<file path="config.mk">
export PLATFORM = sky130hd
export DESIGN_NAME = ppe_ram
export DESIGN_NICKNAME = d
export VERILOG_FILES = /design/src/design/ppe_ram.sv
export SDC_FILE = /design/constraint.sdc
export NUM_CORES = 1
export LEC_CHECK = 0
export BUFFER_PORTS_ARGS = -buffer_cell sky130_fd_sc_hd__buf_2
export CAP_MARGIN = 10
export CORE_UTILIZATION = 40
export DETAILED_ROUTE_END_ITERATION = 12
export PLACE_DENSITY = 0.66
export SYNTH_ARGS = -nofsm -noshare
export SYNTH_HDL_FRONTEND = slang
export SYNTH_SLANG_ARGS = --single-unit
</file>
<file path="constraint.sdc">
create_clock -name clk -period 3.7 [get_ports clk]
set_input_delay 0.37 -clock clk [delete_from_list [all_inputs] [get_ports clk]]
set_output_delay 0.37 -clock clk [all_outputs]
set_load 0.1 [all_outputs]
</file>
<file path="src/design/ppe_ram.sv">
// ----------------------------------------------------------------------------
// ppe_ram: generic simple dual-port RAM
// One write port and one read port, read data registered.
// ----------------------------------------------------------------------------
`default_nettype none

module ppe_ram #(
    parameter int WIDTH = 32,
    parameter int DEPTH = 16
) (
    input  wire logic                     clk,
    input  wire logic                     wr_en,
    input  wire logic [$clog2(DEPTH)-1:0] wr_addr,
    input  wire logic [WIDTH-1:0]         wr_data,
    input  wire logic [$clog2(DEPTH)-1:0] rd_addr,
    output logic      [WIDTH-1:0]         rd_data
);

    logic [WIDTH-1:0] mem [DEPTH];

    always_ff @(posedge clk)
    begin
        if (wr_en)
        begin
            mem[wr_addr] <= wr_data;
        end
        rd_data <= mem[rd_addr];
    end

endmodule

`default_nettype wire

</file>
**Yosys cells after proc, flatten, opt, wreduce, memory -nomap -nowiden**

Memory sizes are Yosys's and may differ from the RTL's. A register that Yosys moved wholly into a read port is not among the register bits.
Index checks and enable logic that the tools add are counted.

- Register bits: 0
- Bits in latches: 0
- Memory bits (writable): 512
- Memory bits (read-only): 0
- Bits of input ports: 42
- Output and inout bits: 32
- Word-level logic and storage cells: 3
- Memories kept: 1

Memories:

| name | depth | width | rd ports | clocked after Yosys merged registers in | write ports | line | RTL |
|---|---|---|---|---|---|---|---|
| mem | 16 | 32 | 1 | 1 | 1 | 19 | `logic [WIDTH-1:0] mem [DEPTH];` |

- $add $sub $neg: 0
- Multipliers: 0
- Divide/modulo/power cells: 0
- $lt $le $gt $ge: 0
- Equality and inequality tests: 0
- Shifts and indexed selects: 0
- Muxes and demuxes: 2
- Bitwise gates (word level): 0
- Reductions and logical operators: 0

Operators by type and width:

| kind | number |
|---|---|
| 1-bit two-way mux | 2 |

**Logic depth before layout (Yosys ltp)**

- Depth after elaboration: 2
- Depth in mapped cells: 5
- Depth with buffers taken out: 3

**Worst setup path before layout**

No wires, ideal clock.

- Kind: input -> register
- Start point: input port wr_addr[2]
- End point: memory mem[0][0], enable pin
- Library setup time: 461 ps
- Data arrival time: 3,088 ps
- Required time: 3,239 ps
- Setup slack: 150 ps
- Stages on the path: 2
- Path buffers: 0
- Cells stage by stage: or3b_2 nor3_1

RTL lines:

| element | line | RTL |
|---|---|---|
| start, declared | 13 | `input wire logic [$clog2(DEPTH)-1:0] wr_addr,` |
| end, declared | 19 |  |

No word-level cell before the write port.

**Worst setup path after layout**

- Start point: register rd_data[20], read port of mem
- End point: output port rd_data[20]

RTL lines:

| element | line | RTL |
|---|---|---|
| start, declared | 16 | `output logic [WIDTH-1:0] rd_data` |

No word-level cell between the ends.

==> run_results.csv <==
group,metric,value,unit
logic_synthesis,synth_edf_count,512,
layout,area_growth,15.0,%
power,vdd_drop_max,0.361,mV
clock_tree,clk_latency,0.58,ns
floorplan,die_h,225,um
floorplan,num_rows,81,
critical_path,r2r.worst_path.cells,3,
floorplan,coreArea,49000,um^2
place,place_congestion,0.691,
route,via_count,8840,
clock_tree,cts_tree,"built",
critical_path,critPathTopFamily,"buffers and inverters",
route,wl_met1,18000,um
critical_path,ff2ff_setup_slack,2.31,ns
critical_path,critPathKind,"flip-flop to output port",
logic_synthesis,yosysSeqAreaShare,80.7,%
layout,nets,991,
route,vias_per_cell,5.33,
logic_synthesis,yosysWarningCount,0,
global_routing,grt_usage,16.4,%
critical_path,crit_buf_inv,1,
route,top_layer_used,"met5",
place,portBuffers,73,
worst_hold_path,min_to,"mem[10][12]",
logic_synthesis,yosysTopAreaCell,"edfxtp_1",
timing,setup_tns,0,ns
route,drc_errors,0,
route,drt_first_pass_iters,7,
critical_path,r2r-start,"mem[2][5]",
clock_tree,postCtsHoldBufs,0,
logic_synthesis,synth-seq-cells,544,
place,hpwl,20200,um
route,wl_met3,2660,um
timing,clock.fmax,554,MHz
logic_synthesis,synth_common_cells,"edfxtp_1 (512), mux4_2 (128), a22oi_1 (64)",
critical_path,worstPathArrival,1.44,ns
layout,drive_gt1_share,31.9,%
clock_tree,cts_setup_buffers,0,
critical_path,critPathSlowestCell,"buf_2",
timing,relSlewSlack,29.0,%
timing,slew_viol_final,0,
layout,final_area,22800,um^2
run_status,outcome,"finished, final reports clean",
critical_path,path_cells,"buf_2",
global_routing,antenna_found_initial,2,
layout,final_core_util,46.6,%
floorplan,ios,74,
global_routing,grt-ovfl-total,0,
worst_hold_path,min_from,"wr_data[12]",
critical_path,r2r-end,"rd_data[5]",
clock_tree,cts_buffer_depth,3,
critical_path,cp.required,3.33,ns
floorplan,die_w,225,um
route,drt_iter0_markers,892,
timing,fin_skew,0.0126,ns
logic_synthesis,synthDistinctLibCells,18,
worst_hold_path,hold_path_depth,1,
flow_run,maxCapViolCount,0,
timing,hold_viol,0,
clock_tree,cts.reportedPaths.clkPinSlew,0.06,ns
clock_tree,numCtsBuffers,53,
critical_path,endpoint_kind,"output port",
global_routing,grt_max_degree,50,
logic_synthesis,synth_top_area_share,77.4,%
logic_synthesis,synth_most_common_cell,"edfxtp_1",
power,power_density,564,nW/um^2
global_routing,grt_pass1_wl,60000,um
timing,finalSetupViolations,0,
clock_tree,clockRootBuffer,"clkbuf_16",
clock_tree,ctsResizeCount,0,
logic_synthesis,synthTopCellsByArea,"edfxtp_1 (77%), mux4_2 (15%), dfxtp_1 (3.2%)",
clock_tree,clock_sinks,544,
route,wire_per_inst,24.4,um
power,power_leakage,7.26,nW
logic_synthesis,syn-num-nets,880,
floorplan,dieArea,50500,um^2
clock_tree,htreeDepth,2,
logic_synthesis,syn_inst,838,
critical_path,cp-start-kind,"flip-flop",
place,place_area,21200,um^2
timing,fin_crit,1.81,ns
layout,nFillCells,3953,
timing,finalCritPeriodShare,48.8,%
timing,timing.hold.ws,0.164,ns
route,postRouteWirelength,40500,um
logic_synthesis,synth_area,19900,um^2
logic_synthesis,async_flop_share,0,%
logic_synthesis,dominantRegCellSynth,"edfxtp_1",
timing,worst_pin_slew,1.07,ns
worst_hold_path,hp-class,"input pin to flip-flop",
timing,rsz0062_at_grt,"false",
critical_path,cp_slowest_stage_delay,0.46,ns
route,wl_met2,19000,um
logic_synthesis,synth_area_per_cell,23.7,um^2
route,ant_nets,0,
global_routing,grt_pass1_vias,9310,
critical_path,path_max_fanout,1,
floorplan,start_util,40.6,%
==> worst reg2reg max path, cell delays in order, from the launching register on <==
cell      delay [ns]
edfxtp_1        0.36
mux4_2          0.46
a22oi_1         0.35
nand2_1         0.10
==> area by class of cell <==
type	count	area, um^2	share of cell area, %
multi-input cells	251	3750	16.4
flip-flops and latches	544	16000	70.1
repair buffers	99	609	2.67
diodes	2	5.00	0.0219
clock buffers	78	1490	6.53
clock inverters	19	134	0.586
well taps	664	831	3.64
==> cells by family (layout without fill, tap and decap cells) <==
| family | after synthesis | count (layout) | share of synthesized area [%] |
|---|---|---|---|
| AOI/OAI and AO/OA | 64 | 64 | 2.42 |
| buffers and inverters | 43 | 196 | 1.12 |
| DFF | 544 | 544 | 80.7 |
| muxes | 128 | 128 | 14.5 |
| other | 0 | 2 | 0 |
| and+or+nand+nor | 59 | 59 | 1.27 |
==> power by group <==
part,switching [mW],internal (mW),total [mW]
logic,0.635,0.246,0.881
registers,0.0433,6.89,6.93
clock network,2.16,2.91,5.07
==> metrics by stage <==
step	std cells	worst slack, ns	total power, mW
floorplan	838	0.150	7.68
global placement	1558	1.29	7.94
detailed placement	1558	1.28	7.96
CTS	1655	1.86	13.0
global route	1655	1.79	13.3
finish	1657	1.89	12.9
==> cells in the final DEF (no fill, tap or decap) <==
| cell type | count |
|---|---|
| mux4_2 | 128 |
| nor2_4 | 13 |
| buf_2 | 71 |
| clkinv_2 | 5 |
| nor3_2 | 4 |
| clkbuf_1 | 18 |
| or3b_2 | 1 |
| nand3_1 | 1 |
| buf_12 | 3 |
| diode_2 | 2 |
| dfxtp_1 | 32 |
| clkinvlp_4 | 1 |
| edfxtp_1 | 512 |
| nand2_1 | 33 |
| nand3b_1 | 2 |
| bufinv_16 | 2 |
| nor2b_4 | 2 |
| and2_2 | 1 |
| a22oi_1 | 64 |
| clkbuf_16 | 53 |
| clkinv_1 | 11 |
| nand2b_1 | 2 |
| buf_4 | 24 |
| clkbuf_8 | 8 |
==> registers in the layout (all words and copies together), names as in the netlist <==
name / count
rd_data: 32
mem: 512
==> worst max-delay path by stage <==
| stage | from | end | cells after the start |
|---|---|---|---|
| finish | rd_data[20] | rd_data[20] | 1 |
| global route | rd_addr[0] | rd_data[13] | 5 |
| CTS | rd_data[20] | rd_data[20] | 1 |
| detailed placement | wr_addr[2] | mem[2][23] | 4 |
| global placement | wr_addr[2] | mem[2][22] | 4 |
| floorplan | wr_addr[2] | mem[0][0] | 2 |
==> routing by layer <==
metal | GRT usage [%] | up-vias
met5 | 0 | -
met1 | 24.1 | 4726
met3 | 3.36 | 67
met2 | 25.1 | 261
li1 | - | 3784
met4 | 4.08 | 2
No activity file was read; power rests on OpenSTA's default activity.
