[src/design/ppe_pkg.sv]
// ----------------------------------------------------------------------------
// ppe_pkg: shared types and constants
// Payload structs, operation codes and sequencer states used by the
// piecewise polynomial evaluator and its submodules.
// ----------------------------------------------------------------------------
`default_nettype none

package ppe_pkg;

    localparam int DATA_W = 32;

    typedef enum logic [1:0] {
        OP_WRITE_BP    = 2'd0,
        OP_WRITE_COEFF = 2'd1,
        OP_EVALUATE    = 2'd2,
        OP_NONE        = 2'd3
    } op_t;

    typedef enum logic [1:0] {
        CFG_SEGMENTS = 2'd0,
        CFG_PERIODIC = 2'd1,
        CFG_UNUSED_2 = 2'd2,
        CFG_UNUSED_3 = 2'd3
    } cfg_idx_t;

    typedef struct packed {
        logic [1:0]        operation;
        logic [4:0]        table_index;
        logic [1:0]        coeff_power;
        logic signed [31:0] data_word;
    } in_item_t;

    typedef struct packed {
        logic signed [31:0] result_value;
        logic [3:0]         segment_found;
        logic               overflow_flag;
    } out_item_t;

    typedef enum logic [3:0] {
        ST_IDLE,
        ST_PER_RD,
        ST_PER_WAIT,
        ST_PER_DIV,
        ST_PER_FIX,
        ST_SRCH_RD,
        ST_SRCH_CMP,
        ST_HORN_RD,
        ST_HORN_LOAD,
        ST_HORN_MUL,
        ST_HORN_ADD,
        ST_OUT
    } state_t;

    // 33-bit remainder unit handshake.
    typedef struct packed {
        logic start;
    } div_ctrl_t;

    typedef struct packed {
        logic done;
    } div_stat_t;

endpackage

`default_nettype wire

[src/design/ppe_mod.sv]
// ----------------------------------------------------------------------------
// ppe_mod: iterative remainder unit
// Computes the magnitude remainder of a 33-bit dividend by a positive
// 33-bit divisor, one quotient bit per cycle.
// ----------------------------------------------------------------------------
`default_nettype none

module ppe_mod
    import ppe_pkg::*;
(
    input  wire logic        clk,
    input  wire logic        rst_n,
    input  wire div_ctrl_t   ctrl,
    input  wire logic [32:0] dividend_mag,
    input  wire logic [32:0] divisor,
    output div_stat_t        stat,
    output logic [32:0]      remainder
);

    logic [32:0] rem_reg, rem_next;
    logic [32:0] quo_reg, quo_next;
    logic [5:0]  cnt_reg, cnt_next;
    logic        busy_reg, busy_next;
    logic [33:0] trial;

    always_comb
    begin
        rem_next  = rem_reg;
        quo_next  = quo_reg;
        cnt_next  = cnt_reg;
        busy_next = busy_reg;
        trial     = {rem_reg, quo_reg[32]} - {1'b0, divisor};
        if (ctrl.start)
        begin
            rem_next  = '0;
            quo_next  = dividend_mag;
            cnt_next  = 6'd33;
            busy_next = 1'b1;
        end
        else if (busy_reg)
        begin
            if (!trial[33])
            begin
                rem_next = trial[32:0];
            end
            else
            begin
                rem_next = {rem_reg[31:0], quo_reg[32]};
            end
            quo_next = {quo_reg[31:0], 1'b0};
            cnt_next = cnt_reg - 6'd1;
            if (cnt_reg == 6'd1)
            begin
                busy_next = 1'b0;
            end
        end
    end

    always_ff @(posedge clk or negedge rst_n)
    begin
        if (!rst_n)
        begin
            busy_reg <= 1'b0;
            cnt_reg  <= '0;
        end
        else
        begin
            busy_reg <= busy_next;
            cnt_reg  <= cnt_next;
        end
    end

    always_ff @(posedge clk)
    begin
        rem_reg <= rem_next;
        quo_reg <= quo_next;
    end

    assign stat.done = busy_reg && (cnt_reg == 6'd1);
    assign remainder = rem_next;

endmodule

`default_nettype wire

[config.mk]
export PLATFORM = sky130hd
export DESIGN_NAME = ppe_mod
export DESIGN_NICKNAME = d
export VERILOG_FILES = /design/src/design/ppe_pkg.sv /design/src/design/ppe_mod.sv
export SDC_FILE = /design/constraint.sdc
export NUM_CORES = 1
export LEC_CHECK = 0
export ABC_AREA = 1
export BUFFER_PORTS_ARGS = -buffer_cell sky130_fd_sc_hd__buf_2
export CAP_MARGIN = 10
export CORE_MARGIN = 10
export CORE_UTILIZATION = 40
export CTS_CLUSTER_SIZE = 30
export DETAILED_ROUTE_END_ITERATION = 10
export GPL_TIMING_DRIVEN = 0
export PLACE_DENSITY = 0.61
export RECOVER_POWER = 50
export SLEW_MARGIN = 15
export SYNTH_ARGS = -nofsm -noshare
export SYNTH_HDL_FRONTEND = slang
export SYNTH_SLANG_ARGS = --single-unit
export TNS_END_PERCENT = 30
[constraint.sdc]
create_clock -name clk -period 2.1 [get_ports clk]
set_input_delay 0 -clock clk [delete_from_list [all_inputs] [get_ports clk]]
set_output_delay 0 -clock clk [all_outputs]
set_load 0.02 [all_outputs]
# After elaboration in Yosys (flattened, before gate mapping)
# Cells that the tools add are included.
# Widths: inputs -> output; s select.
# word_totals
regBits	73
in_bits	69
# op_classes
mux	10
n_eq_ne	1
reduce_logical	2
addsub	2
# op_table
operator	n
$mux 33	5
$sub 34x33->34	1
$mux 6	2
$eq 6x1->1 const B	1
$sub 6x1->6 const B	1
$mux 1	3
$reduce_bool 2->1	1
$logic_and 1x1->1	1

# Logic depth before layout (Yosys ltp)
# Gate-level depths: netlist of run 1.
# depth
ltp_word	4
depth_mapped	18

# Worst setup path after synthesis of run 1
# Ideal clock, no wire load.
# synth_timing
path_type	register to register
start	register quo_reg[32]
end	register rem_reg[30]
synth_period_minus_slack_ns	2.319
n_path_buf	0
arrival_ns	2.177
stages_incl_launch_ff	18
slack_ns	-0.219
cell_sequence	edfxtp_1 -> inv_1 -> ha_1 -> inv_1 -> fa_1 -> nand3_1 -> nand3_1 -> nand2_1 -> nand2_1 -> nand3_1 -> nand2_1 -> nand2_1 -> nand2_1 -> nand2_1 -> nand2_1 -> nor2_2 -> nor2_1 -> nor2_1
# synth_via
elab_chain_len	4
# synth_rtl
item	line_no	text
from (decl)	ppe_mod.sv:21	logic [32:0] quo_reg, quo_next;
from (signal assigned)	ppe_mod.sv:76	quo_reg <= quo_next;
$sub 34x33->34	ppe_mod.sv:32	trial = {rem_reg, quo_reg[32]} - {1'b0, divisor};
$mux 33	ppe_mod.sv:42	if (!trial[33])
$mux 33	ppe_mod.sv:40	else if (busy_reg)
$mux 33	ppe_mod.sv:33	if (ctrl.start)
named net remainder[30]	ppe_mod.sv:17	output logic [32:0] remainder
to (signal assigned)	ppe_mod.sv:75	rem_reg <= rem_next;
to (decl)	ppe_mod.sv:20	logic [32:0] rem_reg, rem_next;
# The timed path passes the listed nets, and every way through them passes these cells.
# A chain may end at the register's enable or synchronous reset.

# Worst setup path in the final report of run 1
# layout_timing
start	register quo_reg[32]
end	output port remainder[28]
# layout_via
elab_chain_len	4
# layout_rtl
item	line_no
$sub 34x33->34	ppe_mod.sv:32
$mux 33	ppe_mod.sv:42
$mux 33	ppe_mod.sv:40
$mux 33	ppe_mod.sv:33
to (decl)	ppe_mod.sv:17
# No other way between the ends.

==> impl_metrics.py, run 1 <==
metrics = {
    "outcome": {
        "outcome": "complete, but fails checks",
        "violations": "negative setup slack",
    },
    "floorplanning": {
        "core_area_sq_mm": 0.0159,
        "die_h_um": 147,
        "start_util_pct": 40.8,
        "std_cell_rows": 46,
        "dieArea_sq_mm": 0.0217,
        "ioPinCount": 103,
        "die_w_um": 147,
    },
    "route": {
        "drt-total-wl_um": 23700,
        "routedWlPerCell_um": 16.2,
        "ant_nets": 0,
        "viasPerCell": 4.94,
        "drtIter0Drc": 508,
        "vias": 7224,
        "dr.pass1.iters": 6,
        "drcViolationCount": 0,
    },
    "run": {
        "cap_violations": 0,
    },
    "worst_setup_path": {
        "crit_top_cell": "nand2_1",
        "critPathBufInv": 3,
        "endpoint_kind": "output pin",
        "path_class": "reg2out",
        "cp_slowest_cell": "edfxtp_1",
        "critPathMaxStageDelay_ns": 0.38,
        "crit_chain": "inv_1 -> ha_2 -> inv_2 -> fa_2 -> nand3_2 -> nand3_4 -> nand3_2 -> nand3_4 -> nand2_4 -> nand2_1 -> nand2_1 -> nand2_1 -> nand3_1 -> nand2_1 -> a21oi_2 -> buf_6",
        "cp.required_ns": 2.10,
        "worst-path-max-fanout": 4,
        "cp.arrival_ns": 2.58,
        "r2r_start": "rem_reg[8]",
        "path_delay_family": "simple AND/OR/NAND/NOR gates",
        "startpoint_type": "flop",
        "startpoint": "quo_reg[32]",
    },
    "layout": {
        "antenna_cells": 0,
        "area_delta_synth_final_pct": 56.1,
        "drive_gt1_share_pct": 38.2,
        "fin_nets": 1346,
        "final_common_cell": "nand2_1",
        "mostFrequentLayoutCells": "nand2_1 (305), inv_1 (168), nor2_1 (85)",
    },
    "grt": {
        "overflow": 0,
        "grt_max_degree": 35,
        "grt_pass1_wl_um": 36100,
        "antenna_found_initial": 0,
        "grtUsageTotal_pct": 20.7,
        "first_global_vias": 6992,
    },
    "timing": {
        "slew_headroom_pct": 52.3,
        "fin_crit_ns": 2.58,
        "finalMaxSlewViolations": 0,
        "fin_ws_ns": -0.479,
        "period_share_pct": 123,
        "tns_ns": -15.16,
        "fin_hold_ws_ns": 0.0896,
        "setup_viol": 66,
        "rsz0062_at_grt": "yes",
        "tightest_slew_ns": 0.716,
        "clock-skew-final_ns": 0.00705,
        "hold_violations": 0,
        "fmax_mhz": 388,
    },
    "placement": {
        "gp_congestion": 0.995,
        "post-place-ws_ns": -0.340,
        "post-dp-hpwl_um": 16500,
        "io_buffer_count": 101,
    },
    "clock_tree": {
        "clock_path_buffers": 2,
        "clkSinkCount": 73,
        "cts-buffers-inserted": 9,
        "clock_latency_ns": 0.35,
        "cts.clk_slew.worst_paths_ns": 0.07,
        "cts_tree": "yes",
        "cts_root_buffer": "clkbuf_16",
        "htreeDepth": 3,
    },
    "pwr": {
        "internal_power_mw": 7.60,
        "power_density_mw_per_mm2": 1450,
        "power_frac_comb_pct": 72.0,
        "vdd_drop_max_mv": 0.592,
        "power.switching_mw": 7.07,
        "netSwitchingFraction_pct": 48.2,
        "power_frac_seq_pct": 16.7,
        "clkPwrFrac_pct": 11.3,
        "p_leak_nw": 5.34,
    },
    "synthesis": {
        "synth_enable_flop_cells": 33,
        "yosysWarnings": 0,
        "yosysSeqAreaShare_pct": 28.2,
        "syn_nets": 1145,
        "yosys_most_used_dff": "edfxtp_1",
        "synth_seq_cells": 73,
        "netlist_instances": 1040,
        "netlist_area_sq_mm": 0.00648,
        "ys_types": 42,
        "async_reset_ff_share_pct": 9.59,
        "avgSynthCellArea_sq_um": 6.23,
    },
    "worst_hold_path": {
        "worst_hold_path_type": "in2async",
    },
}
repair_timing:
action,4_1_cts,5_1_grt
resized for setup,227,165
buffers inserted,39,11
endpoints found under the setup margin,66,100
hold endpoints to repair,40,0
pin swaps,53,61
hold buffers,34,0
gates cloned,5,1
routing by layer:
layer	share of wire (%)	vias to the layer above	track usage [%]
met2	49	224	34.7
met3	7.4	59	4.48
met5	0	-	0
met4	2.5	0	6.99
li1	-	3598	-
met1	42	3343	25.7
synthesized netlist by cell type (all sizes together) (8+ instances only):
cell	count	share of area, %
nor2	111	6.8
edfxtp	33	15
inv	196	11
dfxtp	33	10
clkbuf	16	1.4
nand3	123	11
ha	35	6.8
nand2	379	23
o21ai	19	1.5
buf	15	2.1
xor2	14	1.9
a21oi	27	2.6
nand4	8	0.77
worst paths after layout:
| check | end | slack (ns) | cells after the start |
|---|---|---|---|
| max in group asynchronous | cnt_reg[4] | 1.73 | 2 |
| worst min register to register | cnt_reg[5] | 0.51 | 1 |
| worst max-delay path | remainder[28] | -0.48 | 16 |
| worst min-delay path | cnt_reg[1] | 0.09 | 2 |
| min in group clk | rem_reg[0] | 0.22 | 7 |
| worst max register to register | rem_reg[6] | -0.17 | 17 |
kinds of logic (layout without fill, tap and decap cells):
family                   count (synthesis)  in the layout  share of synthesized area (%)
AND/OR/NAND/NOR                        635            635                           42.9
buffers and inverters                  228            434                           14.9
flip-flops                              73             73                           28.2
AO/OA/AOI/OAI                           53             53                           4.85
adder cells (fa/ha/maj)                 36             36                           7.07
XOR/XNOR                                15             15                           2.03
cell type report:
type	instances	area, sq um
repair buffers	190	1630
inverters	197	739
well taps	216	270
clock buffers	9	225
flip-flops and latches	73	1890
plain buffers	31	297
fillers	1411	5780
multi-input cells	739	4970
clock inverters	7	82.6
worst reg2reg max path, delay by kind of cell, from the launching register on:
family                   cells  cell delay, ns
AND/OR/NAND/NOR             11            0.98
buffers and inverters        5            0.51
flip-flops                   1            0.35
adder cells (fa/ha/maj)      1            0.32
through the flow:
step	area (sq um)	util, %	power (mW)	instances
floorplan	6490	-	7.00	1040
global placement	7270	45.7	8.83	1357
detailed placement	7270	45.8	8.83	1357
CTS	9370	59.0	13.1	1451
global route	10100	63.6	15.6	1462
finish	10100	63.6	14.7	1462
power groups by stage:
stage | registers, mW | clock network [mW] | logic [mW]
after floorplan | 2.16 | 0 | 4.85
after global placement | 2.25 | 0 | 6.57
after detailed placement | 2.25 | 0 | 6.58
after CTS | 2.39 | 1.70 | 9.04
after global routing | 2.50 | 1.73 | 11.4
final | 2.46 | 1.65 | 10.6
(Power assumes the default switching activity.)
==> run 2: changes to the inputs <==
ABC_AREA = not set   (was 1)
CAP_MARGIN = 20   (was 10)
PLACE_DENSITY = 0.62   (was 0.61)
==> run 2 against run 1 <==
Net effect:
- the run still ends with negative setup slack left
- register-to-register slack got worse by 0.85 ns
- sequential power decreased by 13%
- global-route usage decreased by 2.3 points
- synthesized area decreased by 18%
- setup slack got worse by 0.91 ns
- combinational power decreased by 64%
- non-clock buffer count decreased by 19
- total power decreased by 48%
- via count decreased by 29%
- synthesized cell count decreased by 44%
- flip-flop and latch count unchanged
- hold slack improved by 0.13 ns
- largest cell class unchanged
==> impl_metrics.py, run 2 <==
metrics = {
    "outcome": {
        "outcome": "complete, but fails checks",
        "violations": "negative setup slack",
    },
    "route": {
        "drt-total-wl_um": 17300,
        "dr.pass1.iters": 5,
        "drtIter0Drc": 295,
        "drcViolationCount": 0,
        "viasPerCell": 5.42,
        "vias": 5157,
        "routedWlPerCell_um": 18.2,
        "ant_nets": 0,
    },
    "floorplanning": {
        "die_w_um": 136,
        "start_util_pct": 40.6,
        "std_cell_rows": 42,
        "ioPinCount": 103,
        "dieArea_sq_mm": 0.0184,
        "core_area_sq_mm": 0.0131,
        "die_h_um": 136,
    },
    "layout": {
        "final_area_sq_mm": 0.00798,
        "drive_gt1_share_pct": 39.9,
        "final_cell_count_no_fill": 951,
        "fin_nets": 875,
        "fillCellCount": 1129,
        "antenna_cells": 0,
        "final_common_cell": "buf_2",
        "fin_util_pct": 60.7,
        "area_delta_synth_final_pct": 49.4,
        "mostFrequentLayoutCells": "buf_2 (72), buf_4 (55), nor2_1 (55)",
    },
    "synthesis": {
        "yosys_most_used_dff": "edfxtp_1",
        "yosysWarnings": 0,
        "yosys-top-cells-count": "nor2_1 (57), inv_1 (47), nand2_1 (46), ha_1 (35), mux2_2 (35)",
        "yosysTopAreaCellShare_pct": 18.6,
        "netlist_instances": 587,
        "avgSynthCellArea_sq_um": 9.10,
        "synth_top_cells_by_area": "edfxtp_1 (19%), dfxtp_1 (12%), ha_1 (8.2%)",
        "synth_seq_cells": 73,
        "netlist_area_sq_mm": 0.00534,
        "syn_nets": 692,
        "yosysSeqAreaShare_pct": 34.2,
        "synth_enable_flop_cells": 33,
        "yosysMostFrequentCell": "nor2_1",
        "async_reset_ff_share_pct": 9.59,
        "ys_types": 62,
        "yosysTopAreaCell": "edfxtp_1",
    },
    "timing": {
        "tns_ns": -70.85,
        "fmax_mhz": 286,
        "rsz0062_at_grt": "yes",
        "clock-skew-final_ns": 0.00913,
        "slew_headroom_pct": 36.9,
        "fin_ws_ns": -1.39,
        "tightest_slew_ns": 0.943,
        "fin_hold_ws_ns": 0.224,
        "hold_violations": 0,
        "setup_viol": 66,
        "fin_crit_ns": 3.49,
        "period_share_pct": 166,
        "finalMaxSlewViolations": 0,
    },
    "worst_setup_path": {
        "r2r_start": "rem_reg[25]",
        "reg2reg_slack_ns": -1.02,
        "endpoint_kind": "output pin",
        "cp.arrival_ns": 3.49,
        "path_class": "reg2out",
        "cp.required_ns": 2.10,
        "timing.rr.end": "rem_reg[13]",
        "startpoint": "quo_reg[32]",
        "rr_worst_depth": 13,
        "worst-path-max-fanout": 3,
        "startpoint_type": "flop",
    },
    "placement": {
        "dp.cells": 866,
        "gp_congestion": 0.875,
        "post-place-ws_ns": -1.28,
        "post-dp-hpwl_um": 12300,
        "place_area_sq_mm": 0.00636,
        "io_buffer_count": 102,
    },
    "grt": {
        "first_global_vias": 5364,
        "grtUsageTotal_pct": 18.4,
        "overflow": 0,
        "grt_pass1_wl_um": 27100,
        "grt_max_degree": 21,
        "antenna_found_initial": 0,
    },
    "clock_tree": {
        "clkSinkCount": 73,
        "cts-buffers-inserted": 9,
        "htreeDepth": 3,
        "cts_root_buffer": "clkbuf_16",
        "cts.clk_slew.worst_paths_ns": 0.06,
        "clock_path_buffers": 2,
        "cts_tree": "yes",
        "clock_latency_ns": 0.35,
    },
    "pwr": {
        "power_density_mw_per_mm2": 956,
        "p_leak_nw": 3.40,
        "vdd_drop_max_mv": 0.764,
        "total_power_mw": 7.63,
    },
    "worst_hold_path": {
        "hold_end": "rem_reg[0]",
        "hp-start": "divisor[0]",
        "hold_depth": 4,
        "worst_hold_path_type": "in2reg",
    },
    "run": {
        "cap_violations": 0,
    },
}
[run 2: cell types whose count changed after synthesis, moves of 9 or more]
| cell | delta |
|---|---|
| nand2_1 | -319 |
| inv_1 | -147 |
| nand3_1 | -90 |
| nor2_1 | -46 |
| mux2_2 | +35 |
| a211oi_1 | +27 |
| mux2i_1 | +21 |
| xnor2_1 | +18 |
| nand3_2 | -15 |
| a21o_1 | +11 |
| a21oi_1 | +9 |
[run 2: final cells by class]
| type | instances | area [sq um] | share of cell area [%] |
|---|---|---|---|
| buffer | 26 | 168 | 2.10 |
| clock buffer | 9 | 225 | 2.82 |
| clock inverter | 7 | 86.3 | 1.08 |
| inverter | 48 | 180 | 2.26 |
| multi-input combinational | 436 | 3910 | 49.0 |
| sequential | 73 | 1850 | 23.1 |
| tap | 176 | 220 | 2.76 |
| timing repair buffer | 176 | 1340 | 16.8 |
[run 2: where the power goes]
group / total, mW / switching (mW) / internal, mW
Combinational: 3.83 / 2.09 / 1.74
Clock: 1.65 / 0.700 / 0.948
Sequential: 2.15 / 0.278 / 1.88
Total: 7.63 / 3.07 / 4.56
[run 2: repair_timing]
item / CTS / global route
gates cloned: 1 / 2
setup buffers: 27 / 6
setup endpoints to repair: 66 / 86
hold buffers: 37 / 0
endpoints found under the hold margin: 43 / 0
resized for setup: 87 / 59
pin swaps: 35 / 27
[run 2: layer usage]
metal,up-vias,global-route usage [%],wire length (um)
met3,25,5.04,933
met2,137,31.0,8490
met1,2475,22.2,7500
met5,-,0,0
li1,2520,-,-
met4,0,5.92,378
[run 2: how the worst max path moves through the flow]
stage / endpoint / depth (start not counted)
finish: remainder[24] / 14
floorplan: rem_reg[31] / 11
global route: remainder[24] / 14
global placement: remainder[31] / 12
CTS: remainder[24] / 14
detailed placement: remainder[31] / 12
[run 2: worst max-delay path, cell delays in order (launching register included)]
cell and delay, ns:
edfxtp_1 0.38, inv_2 0.09, ha_4 0.15, inv_2 0.04, fa_2 0.37, a21oi_2 0.20, o22ai_2 0.09, or3_4 0.37
a21bo_4 0.25, a41oi_4 0.27, o21ai_4 0.11, a221oi_4 0.31, xor2_2 0.14, o21ai_2 0.21, buf_6 0.16
[run 2: kinds of logic (layout without fill, tap and decap cells)]
logic type | Yosys count | in the layout | share of synthesized area [%]
multiplexers | 56 | 56 | 11.3
adder cells (fa/ha/maj) | 36 | 36 | 8.58
buffers and inverters | 78 | 266 | 6.09
flip-flops | 73 | 73 | 34.2
AO/OA/AOI/OAI | 146 | 146 | 20.0
XOR/XNOR | 31 | 31 | 5.08
AND/OR/NAND/NOR | 167 | 167 | 14.7
==> run 3: changes to the inputs <==
CTS_BUF_LIST = sky130_fd_sc_hd__clkbuf_8   (was not set)
SKIP_CTS_REPAIR_TIMING = 1   (was not set)
==> run 3 against run 2 <==
Net effect:
- the run still ends with negative setup slack left
- clock power fell by 25%
- clock skew rose by 0.0074 ns
- maximum frequency fell by 2.0%
- combinational power fell by 7.6%
- via count fell by 2.3%
- hold slack got worse by 0.039 ns
- design area fell by 5.8%
- total power fell by 9.4%
- sequential share of layout area rose by 1.3 points
- flip-flop and latch count did not move
- setup slack got worse by 0.072 ns
- core utilization fell by 3.6 points
- largest power group unchanged
- highest routed layer unchanged
==> impl_metrics.py, run 3 (same netlist as run 2, synthesis figures left out) <==
metrics = {
    "layout": {
        "mostFrequentLayoutCells": "buf_2 (78), nor2_1 (55), inv_1 (47)",
        "area_delta_synth_final_pct": 40.7,
        "fin_util_pct": 57.2,
        "fillCellCount": 1170,
        "final_area_sq_mm": 0.00751,
        "fin_nets": 858,
        "final_common_cell": "buf_2",
        "drive_gt1_share_pct": 35.8,
    },
    "timing": {
        "period_share_pct": 170,
        "clock-skew-final_ns": 0.0165,
        "finalMaxSlewViolations": 0,
        "hold_violations": 0,
        "slew_headroom_pct": 40.4,
        "rsz0062_at_grt": "yes",
        "tns_ns": -75.99,
        "fin_ws_ns": -1.46,
        "fin_crit_ns": 3.56,
        "fmax_mhz": 281,
        "setup_viol": 66,
        "tightest_slew_ns": 0.894,
    },
    "worst_hold_path": {
        "hp-start": "divisor[0]",
        "hold_depth": 4,
        "worst_hold_path_type": "in2reg",
        "hold_end": "rem_reg[0]",
    },
    "clock_tree": {
        "clock_path_buffers": 2,
        "cts.clk_slew.worst_paths_ns": 0.09,
        "clock_latency_ns": 0.39,
        "cts-buffers-inserted": 9,
        "clkSinkCount": 73,
        "htreeDepth": 3,
        "cts_root_buffer": "clkbuf_8",
        "cts_tree": "yes",
    },
    "outcome": {
        "violations": "negative setup slack",
        "outcome": "complete, but fails checks",
    },
    "pwr": {
        "netSwitchingFraction_pct": 41.9,
        "power_frac_seq_pct": 31.0,
        "p_leak_nw": 3.21,
        "power_density_mw_per_mm2": 920,
        "power.switching_mw": 2.89,
        "power_frac_comb_pct": 51.2,
        "internal_power_mw": 4.02,
        "vdd_drop_max_mv": 0.663,
        "clkPwrFrac_pct": 17.8,
    },
    "grt": {
        "grt_max_degree": 21,
        "grt_pass1_wl_um": 25000,
        "grtUsageTotal_pct": 17.0,
        "grt-busiest-layer": "met2",
        "first_global_vias": 4916,
        "grt_use_met3_pct": 4.97,
        "antenna_found_initial": 0,
        "use_met2_pct": 27.1,
        "grt_use_met1_pct": 21.0,
        "overflow": 0,
    },
    "route": {
        "viasPerCell": 5.39,
        "dr.pass1.iters": 4,
        "vias": 5036,
        "drtIter0Drc": 316,
        "ant_nets": 0,
        "routedWlPerCell_um": 18.1,
        "drt-total-wl_um": 16900,
        "drcViolationCount": 0,
    },
    "worst_setup_path": {
        "path_class": "reg2out",
        "rr_worst_depth": 12,
        "timing.rr.end": "rem_reg[3]",
        "reg2reg_slack_ns": -1.08,
        "startpoint_type": "flop",
        "cp.required_ns": 2.10,
        "crit_top_cell": "buf_6",
        "crit_chain": "ha_1 -> buf_2 -> nand4_1 -> or3_4 -> a2111oi_4 -> o211a_1 -> nor4_4 -> buf_6 -> buf_12 -> nand2b_4 -> a311oi_4 -> buf_6",
        "r2r_start": "rem_reg[16]",
        "endpoint_kind": "output pin",
        "cp_slowest_cell": "or3_4",
        "cp.arrival_ns": 3.56,
        "worst-path-max-fanout": 9,
        "critPathMaxStageDelay_ns": 0.44,
    },
    "placement": {
        "post-place-ws_ns": -1.28,
        "io_buffer_count": 102,
        "post-dp-hpwl_um": 12300,
        "place_area_sq_mm": 0.00636,
        "gp_congestion": 0.875,
    },
    "floorplanning": {
        "die_h_um": 136,
        "core_area_sq_mm": 0.0131,
        "start_util_pct": 40.6,
        "die_w_um": 136,
        "std_cell_rows": 42,
        "ioPinCount": 103,
        "dieArea_sq_mm": 0.0184,
    },
    "run": {
        "cap_violations": 0,
    },
}
==> run 3: changes by cell type in the layout (fill, tap and decap cells not counted), moves of 6 or more <==
| cell | previous run | this run |
|---|---|---|
| clkbuf_16 | 11 | 2 |
| clkbuf_8 | 0 | 9 |
| buf_2 | 72 | 78 |
| buf_4 | 55 | 35 |
==> run 3: power by group through the flow <==
stage / sequential, mW / clock [mW] / combinational (mW)
final: 2.15 / 1.23 / 3.54
after global routing: 2.19 / 1.31 / 3.87
after CTS: 2.11 / 1.27 / 3.05
after detailed placement: 2.14 / 0 / 3.04
after global placement: 2.13 / 0 / 2.96
after floorplan: 2.06 / 0 / 2.31
==> run 3: per-layer routing <==
| layer | up-vias | share of wire [%] |
|---|---|---|
| li1 | 2487 | - |
| met1 | 2411 | 44 |
| met2 | 121 | 49 |
| met3 | 17 | 4.9 |
| met4 | 0 | 1.6 |
| met5 | - | 0 |
==> run 3: critical path: cells and delay by family, from the launching register on <==
kind / cells / cell delay (ns)
AOI/OAI and AO/OA: 3 / 1.02
DFF: 1 / 0.36
adders and majority gates: 1 / 0.28
buffers and inverters: 4 / 0.68
and+or+nand+nor: 4 / 0.84
==> run 3: worst max path at each step <==
stage | start | to | slack [ns] | depth (start not counted)
after detailed placement | rem_reg[24] | remainder[31] | -1.28 | 12
after floorplan | rem_reg[0] | rem_reg[31] | -0.83 | 11
after CTS | rem_reg[24] | remainder[31] | -1.73 | 12
after global placement | rem_reg[24] | remainder[31] | -1.26 | 12
final | rem_reg[16] | remainder[31] | -1.46 | 12
after global routing | rem_reg[0] | remainder[31] | -1.61 | 13
==> run 3: per-stage QoR <==
step / hold slack (ns) / total power, mW / cells
4_1_cts: -0.582 / 6.44 / 882
3_5_place_dp: -0.158 / 5.18 / 866
6_report: 0.186 / 6.92 / 935
5_1_grt: 0.217 / 7.37 / 934
2_1_floorplan: -0.296 / 4.37 / 587
3_3_place_gp: -0.159 / 5.09 / 865
==> run 3: final cells by class <==
| type | count | area [sq um] | share of cell area, % |
|---|---|---|---|
| Tap cell | 176 | 220 | 2.93 |
| Clock inverter | 7 | 86.3 | 1.15 |
| Timing Repair Buffer | 155 | 1150 | 15.3 |
| Clock buffer | 9 | 124 | 1.65 |
| Antenna cell | 1 | 2.50 | 0.0333 |
| Buffer | 30 | 184 | 2.45 |
| Multi-Input combinational cell | 436 | 3730 | 49.7 |
| Inverter | 48 | 180 | 2.40 |
| Sequential cell | 73 | 1840 | 24.4 |
